===== src/hdl/dprh_pkg.sv =====
package dprh_pkg;

   localparam int MAX_LEN = 4096;
   localparam int IDX_W   = $clog2(MAX_LEN);
   localparam int LEN_W   = $clog2(MAX_LEN + 1);
   localparam int SYM_W   = 9;
   localparam int HASH_W  = 30;
   localparam int OUT_W   = 62;
   localparam int PROD_W  = 2 * HASH_W;
   localparam int QUO_W   = HASH_W + 1;
   localparam int MU_W    = HASH_W + 1;
   localparam int RED_W   = HASH_W + 2;
   localparam int MUL_LAT = 4;

   localparam logic [HASH_W-1:0] HASH_BASE  = 30'd131;
   localparam logic [HASH_W-1:0] MOD_FIRST  = 30'd1000000021;
   localparam logic [HASH_W-1:0] MOD_SECOND = 30'd1000000009;

   // barrett constants floor(2^60 / m)
   localparam logic [63:0] TWO_POW_PROD = 64'd1 << PROD_W;
   localparam logic [MU_W-1:0] MU_FIRST  = MU_W'(TWO_POW_PROD / 64'(MOD_FIRST));
   localparam logic [MU_W-1:0] MU_SECOND = MU_W'(TWO_POW_PROD / 64'(MOD_SECOND));

   localparam logic REQ_APPEND = 1'b0;
   localparam logic REQ_QUERY  = 1'b1;

   localparam logic [1:0] STATUS_OK        = 2'd0;
   localparam logic [1:0] STATUS_BAD_RANGE = 2'd1;
   localparam logic [1:0] STATUS_FULL      = 2'd2;

   typedef enum logic [1:0] {
      SRC_HASH  = 2'd0,
      SRC_POWER = 2'd1,
      SRC_QUERY = 2'd2
   } mul_src_type;

   typedef struct packed {
      logic        accept;
      logic        mul_go;
      mul_src_type mul_src;
      logic        rd_lo;
      logic        rd_hi;
      logic        commit;
      logic        load_rsp;
   } cmd_type;

   typedef struct packed {
      logic quick;
      logic query;
      logic mul_last_done;
   } sts_type;

   function automatic logic [HASH_W-1:0] add_mod(input logic [HASH_W-1:0] a,
                                                 input logic [SYM_W-1:0] s,
                                                 input logic [HASH_W-1:0] m);
      logic [HASH_W:0] sum;
      sum = {1'b0, a} + (HASH_W + 1)'(s);
      if (sum >= {1'b0, m}) begin
         add_mod = HASH_W'(sum - {1'b0, m});
      end else begin
         add_mod = sum[HASH_W-1:0];
      end
   endfunction

   function automatic logic [HASH_W-1:0] sub_mod(input logic [HASH_W-1:0] a,
                                                 input logic [HASH_W-1:0] b,
                                                 input logic [HASH_W-1:0] m);
      if (a >= b) begin
         sub_mod = a - b;
      end else begin
         sub_mod = HASH_W'({1'b0, a} + {1'b0, m} - {1'b0, b});
      end
   endfunction

endpackage


===== src/hdl/dprh_ctrl.sv =====
module dprh_ctrl (
   input  logic              clock,
   input  logic              reset,
   input  logic              req_valid,
   output logic              req_ready,
   output logic              rsp_valid,
   input  logic              rsp_ready,
   input  dprh_pkg::sts_type sts,
   output dprh_pkg::cmd_type cmd
);
   import dprh_pkg::*;

   typedef enum logic [7:0] {
      ST_IDLE    = 8'b0000_0001,
      ST_APP_H   = 8'b0000_0010,
      ST_APP_P   = 8'b0000_0100,
      ST_QRY_RD  = 8'b0000_1000,
      ST_QRY_MUL = 8'b0001_0000,
      ST_WAIT    = 8'b0010_0000,
      ST_FINISH  = 8'b0100_0000,
      ST_DONE    = 8'b1000_0000
   } state_type;

   state_type state_ff, state_in;
   logic      rsp_valid_ff, rsp_valid_in;

   assign req_ready = (state_ff == ST_IDLE);
   assign rsp_valid = rsp_valid_ff;

   always_comb begin
      state_in      = state_ff;
      rsp_valid_in  = rsp_valid_ff && !rsp_ready;
      cmd.accept    = 1'b0;
      cmd.mul_go    = 1'b0;
      cmd.mul_src   = SRC_HASH;
      cmd.rd_lo     = 1'b0;
      cmd.rd_hi     = 1'b0;
      cmd.commit    = 1'b0;
      cmd.load_rsp  = 1'b0;
      case (state_ff)
         ST_IDLE: begin
            if (req_valid) begin
               cmd.accept = 1'b1;
               if (sts.quick) begin
                  state_in = ST_DONE;
               end else if (sts.query) begin
                  state_in = ST_QRY_RD;
               end else begin
                  state_in = ST_APP_H;
               end
            end
         end
         ST_APP_H: begin
            cmd.mul_go  = 1'b1;
            cmd.mul_src = SRC_HASH;
            state_in    = ST_APP_P;
         end
         ST_APP_P: begin
            cmd.mul_go  = 1'b1;
            cmd.mul_src = SRC_POWER;
            state_in    = ST_WAIT;
         end
         ST_QRY_RD: begin
            cmd.rd_lo = 1'b1;
            state_in  = ST_QRY_MUL;
         end
         ST_QRY_MUL: begin
            cmd.mul_go  = 1'b1;
            cmd.mul_src = SRC_QUERY;
            cmd.rd_hi   = 1'b1;
            state_in    = ST_WAIT;
         end
         ST_WAIT: begin
            if (sts.mul_last_done) begin
               state_in = ST_FINISH;
            end
         end
         ST_FINISH: begin
            cmd.commit = 1'b1;
            state_in   = ST_DONE;
         end
         ST_DONE: begin
            if (!rsp_valid_ff || rsp_ready) begin
               cmd.load_rsp = 1'b1;
               rsp_valid_in = 1'b1;
               state_in     = ST_IDLE;
            end
         end
         default: begin
            state_in = ST_IDLE;
         end
      endcase
   end

   always_ff @(posedge clock) begin
      if (reset) begin
         state_ff     <= ST_IDLE;
         rsp_valid_ff <= 1'b0;
      end else begin
         state_ff     <= state_in;
         rsp_valid_ff <= rsp_valid_in;
      end
   end

endmodule


===== config.mk =====
export PLATFORM = sky130hd
export DESIGN_NAME = dprh_ctrl
export DESIGN_NICKNAME = d
export VERILOG_FILES = /design/src/hdl/dprh_pkg.sv /design/src/hdl/dprh_ctrl.sv
export SDC_FILE = /design/constraint.sdc
export NUM_CORES = 1
export LEC_CHECK = 0
export BUFFER_PORTS_ARGS = -buffer_cell sky130_fd_sc_hd__buf_2
export CELL_PAD_IN_SITES_DETAIL_PLACEMENT = 1
export CELL_PAD_IN_SITES_GLOBAL_PLACEMENT = 1
export CORE_MARGIN = 2
export CORE_UTILIZATION = 35
export CTS_BUF_LIST = sky130_fd_sc_hd__clkbuf_2 sky130_fd_sc_hd__clkbuf_4 sky130_fd_sc_hd__clkbuf_8
export DETAILED_ROUTE_END_ITERATION = 7
export PLACE_DENSITY_LB_ADDON = 0.08
export SYNTH_ARGS = -nofsm -noshare
export SYNTH_HDL_FRONTEND = slang
export SYNTH_SLANG_ARGS = --single-unit

===== constraint.sdc =====
create_clock -name clock -period 2.4 [get_ports clock]
set_input_delay 0.36 -clock clock [delete_from_list [all_inputs] [get_ports clock]]
set_output_delay 0.36 -clock clock [all_outputs]
set_load 0.02 [all_outputs]

Word-level counts from Yosys, hierarchy flattened. Cells that the tools add are included.

Output and inout bits: 10. Flip-flop bits (word level): 9. Bits of input ports: 7. Word-level logic and storage cells: 35.

Eq/ne operators: 11. Reduce and logical (&&, ||, !) cells: 6. Multiplexer cells: 16.

Operators with widths (number): $pmux W8 S7 (1); $mux W8 (4); $mux W1 (9); $pmux W3 S3 (1); $eq A8 B1 Y1 const B (1); $eq A8 B2 Y1 const B (1); $eq A8 B3 Y1 const B (1); $eq A8 B4 Y1 const B (1); $eq A8 B5 Y1 const B (1); $eq A8 B6 Y1 const B (1); $eq A8 B7 Y1 const B (1); $eq A8 B8 Y1 const B (1); $ne A2 B2 Y1 const B (3); $mux W4 (1); $reduce_and A3 Y1 (1); $logic_not A1 Y1 (2); $reduce_or A2 Y1 (1); $logic_and A1 B1 Y1 (1); $logic_or A1 B1 Y1 (1).

Depth between registers and ports, before layout.
Depth after elaboration: 4. Depth in mapped cells: 5.

Worst setup path before layout. OpenSTA, ideal clock, no wires.

Path kind: register to output. Start point: reg state_ff[5]. End point: out cmd[6] (netlist bit). Required time: 2040 ps. Slack: -36 ps. Arrival: 2076 ps. Path buffers: 1. Stages on the path, launching flop included: 5. Cell sequence: dfxtp_1 or4_1 buf_2 nor4_1 or3b_2.

RTL lines: start: declaration (RTL line dprh_ctrl.sv:24) `state_type state_ff, state_in;`; start signal: assignment (RTL line dprh_ctrl.sv:100) `state_ff <= state_in;`; end: declaration (RTL line dprh_ctrl.sv:9) `output dprh_pkg::cmd_type cmd`.

==> impl_metrics.csv <==
group,metric,value,unit
run_status,outcome,"finished, final reports clean",
synthesis,synth_xor_area_share,0,%
cts,cts_hold_buffers,0,
timing,finalHoldViolCount,0,
cells_and_area,regArea,180,µm²
routing,drt_iter0_drc,8,
floorplanning,die_w,40.6,µm
synthesis,synth-compound-area-share,12.8,%
power_and_ir_drop,leakage,0.266,nW
cells_and_area,drive_gt1_share,35.2,%
timing,fmax,0.444,GHz
global_route,grt_max_degree,8,
setup_path,worstPathCellList,"or4_1 > nor4_4 > or3b_2 > buf_2",
routing,routed_wl,1.26,mm
power_and_ir_drop,p_int,275,µW
power_and_ir_drop,p_sw,129,µW
power_and_ir_drop,combPwrFrac,25.8,%
setup_path,crit_buf_inv,1,
cts,cts_buffers,3,
floorplanning,initial_utilization,36.9,%
floorplanning,die_h,40.6,µm
timing,slew_headroom,70.7,%
setup_path,required,2.04,ns
timing,period_share,93.9,%
cells_and_area,utilization,48.3,%
synthesis,ys_seq_elements,9,
cts,cts_sinks,9,
setup_path,critical_path.max_stage_delay,0.69,ns
setup_path,criticalPathCategory,"flop to output port",
floorplanning,io_pins,17,
global_route,grt_pass1_vias,457,
floorplanning,placementRows,13,
min_path,hp-class,"primary input to flop",
cts,clkTransAtPathRegs,0.07,ns
routing,first_pass_iters,2,
floorplanning,die-area,1650,µm²
cells_and_area,multi_input_area,285,µm²
cts,ctsHtreeMaxLevel,1,
routing,wl_per_cell,14.6,µm
setup_path,worstPathMaxFanout,6,
setup_path,reg2reg_from,"state_ff[5]",
setup_path,setup.worst_path.start,"state_ff[5]",
setup_path,startpoint_type,"flop",
synthesis,synth-simple-area-share,43.6,%
setup_path,timing.critical_path.slowest_stage_cell,"or4_1",
timing,tns,0,ns
setup_path,critPathTopFamily,"simple AND/OR/NAND/NOR gates",
timing,rsz0062_at_grt,"false",
global_route,grt_pass1_wl,2.08,mm
cells_and_area,fillers,154,
synthesis,yosysWarnings,0,
timing,period_minus_slack,2.25,ns
cts,clockBufferDepth,2,
cells_and_area,antenna_cells,0,
routing,drc,0,
cells_and_area,area_delta_synth_final,31.0,%
cts,cts_tree,"done",
setup_path,crit_arrival,1.89,ns
power_and_ir_drop,pwr-share-clk,32.3,%
synthesis,syn_inst,52,
synthesis,synth-seq-area-share,38.5,%
routing,antenna_left,0,
synthesis,synth_top_family_by_area,"simple AND/OR/NAND/NOR gates",
cts,clock_latency,0.26,ns
power_and_ir_drop,seqPwrFrac,41.9,%
synthesis,netlist-cell-type-count,26,
min_path,min_from,"sts[1]",
run,max_cap_violations,0,
place,portBuffers,16,
place,place_congestion,0.771,
synthesis,synth_area,468,µm²
synthesis,avgSynthCellArea,9.00,µm²
timing,finalMaxSlewViolations,0,
power_and_ir_drop,p_sw_share,31.9,%
synthesis,synth-adder-area-share,0,%
timing,skew,0.00495,ns
routing,viasPerCell,5.70,
routing,num_vias,490,
global_route,grt_overflow,0,
global_route,grtUsageTotal,19.7,%
cells_and_area,nNetsFinal,79,
timing,worst_pin_slew,0.440,ns
global_route,antenna_found_initial,0,
floorplanning,core_area,1270,µm²
power_and_ir_drop,ir_drop,360,µV
timing,setup_violations,0,
cts,cts_root_buf,"clkbuf_4",
synthesis,syn_nets,59,
synthesis,synthMuxAreaShare,0,%
place,hpwl,971,µm
power_and_ir_drop,power_density,660,nW/µm²
setup_path,cp-end-kind,"output port",
[layer usage]
layer / share of wire, % / vias to the layer above / wire length [µm] / GRT usage (%)
met5: 0 / - / 0 / 0
li1: - / 245 / - / -
met3: 5.5 / 0 / 69 / 5.00
met1: 47 / 229 / 589 / 26.7
met2: 48 / 16 / 597 / 29.8
met4: 0 / 0 / 0 / 7.50
[metrics by stage]
| step | hold WS, ns | instance area (µm²) | power [mW] | cells | setup WS, ns |
|---|---|---|---|---|---|
| 6_report | 0.272 | 613 | 0.404 | 86 | 0.146 |
| 5_1_grt | 0.287 | 613 | 0.429 | 86 | 0.0393 |
| 4_1_cts | 0.272 | 598 | 0.403 | 86 | 0.104 |
| 3_5_place_dp | 0.508 | 568 | 0.273 | 82 | 0.403 |
| 3_3_place_gp | 0.489 | 568 | 0.271 | 82 | 0.412 |
| 2_1_floorplan | 0.429 | 474 | 0.238 | 52 | 0.227 |
[sequential cells by signal (all words and copies together) (netlist names)]
register and count:
state_ff 8, rsp_valid 1
[cell usage after synthesis, drive strengths merged]
library cell	instances	share of area (%)
nand4bb	1	2.4
o22ai	1	1.3
nor3	1	1.1
nand3	1	1.1
o21ai	2	2.1
o311ai	1	1.9
a21oi	1	1.1
o31ai	1	1.6
and4b	1	2.1
buf	2	2.7
nand2b	3	4.0
dfxtp	9	39
nor4b	3	5.6
or4b	1	2.1
nand2	2	1.6
or4	1	1.6
nor4	6	8.0
nand4b	3	5.6
nor2	3	2.4
nor2b	2	2.7
o221a	2	4.8
or3	1	1.3
or3b	1	1.9
inv	3	2.4
[worst register-to-register path, cell delays in order (launching register included)]
cell and delay [ns]:
dfxtp_1 0.34, or4_1 0.69, or3_1 0.44, o221a_2 0.16, o221a_1 0.22
[power by group through the flow]
| stage | Sequential (mW) | Clock (mW) | Combinational, mW |
|---|---|---|---|
| 2_1_floorplan | 0.170 | 0 | 0.0683 |
| 3_3_place_gp | 0.171 | 0 | 0.101 |
| 3_5_place_dp | 0.171 | 0 | 0.102 |
| 4_1_cts | 0.167 | 0.132 | 0.103 |
| 5_1_grt | 0.172 | 0.141 | 0.116 |
| 6_report | 0.170 | 0.130 | 0.104 |
[final timing paths]
path                                    end  slack (ns)  cells after the start
worst max-delay path                 cmd[6]        0.15                      4
worst min-delay path            state_ff[1]        0.27                      2
worst max register to register  state_ff[7]        0.45                      4
worst min register to register  state_ff[5]        0.51                      2
[repair_timing]
| item | in CTS | in global routing |
|---|---|---|
| setup buffers | 0 | 0 |
| gates resized for setup | 0 | 2 |
| endpoints found under the setup margin | 0 | 1 |
[cell type report]
cell class                      count  area share, %
Inverter                            3           1.84
Timing Repair Buffer               17           14.3
Sequential cell                     9           29.4
Multi-Input combinational cell     38           46.5
Tap cell                           15           3.06
Clock buffer                        4           4.90
[cell families after synthesis]
kind of cell | after synthesis
compound gates | 8
buf+inv | 5
flops | 9
simple gates | 30
[placed cells by master (no fill, tap or decap), drive strengths merged, types with 2 or more instances in the layout]
cell    count
buf        17
clkbuf      4
dfxtp       9
inv         3
nand2       2
nand2b      3
nand4b      3
nor2        3
nor2b       2
nor4        6
nor4b       3
o21ai       2
o221a       2
(Power assumes the default switching activity.)
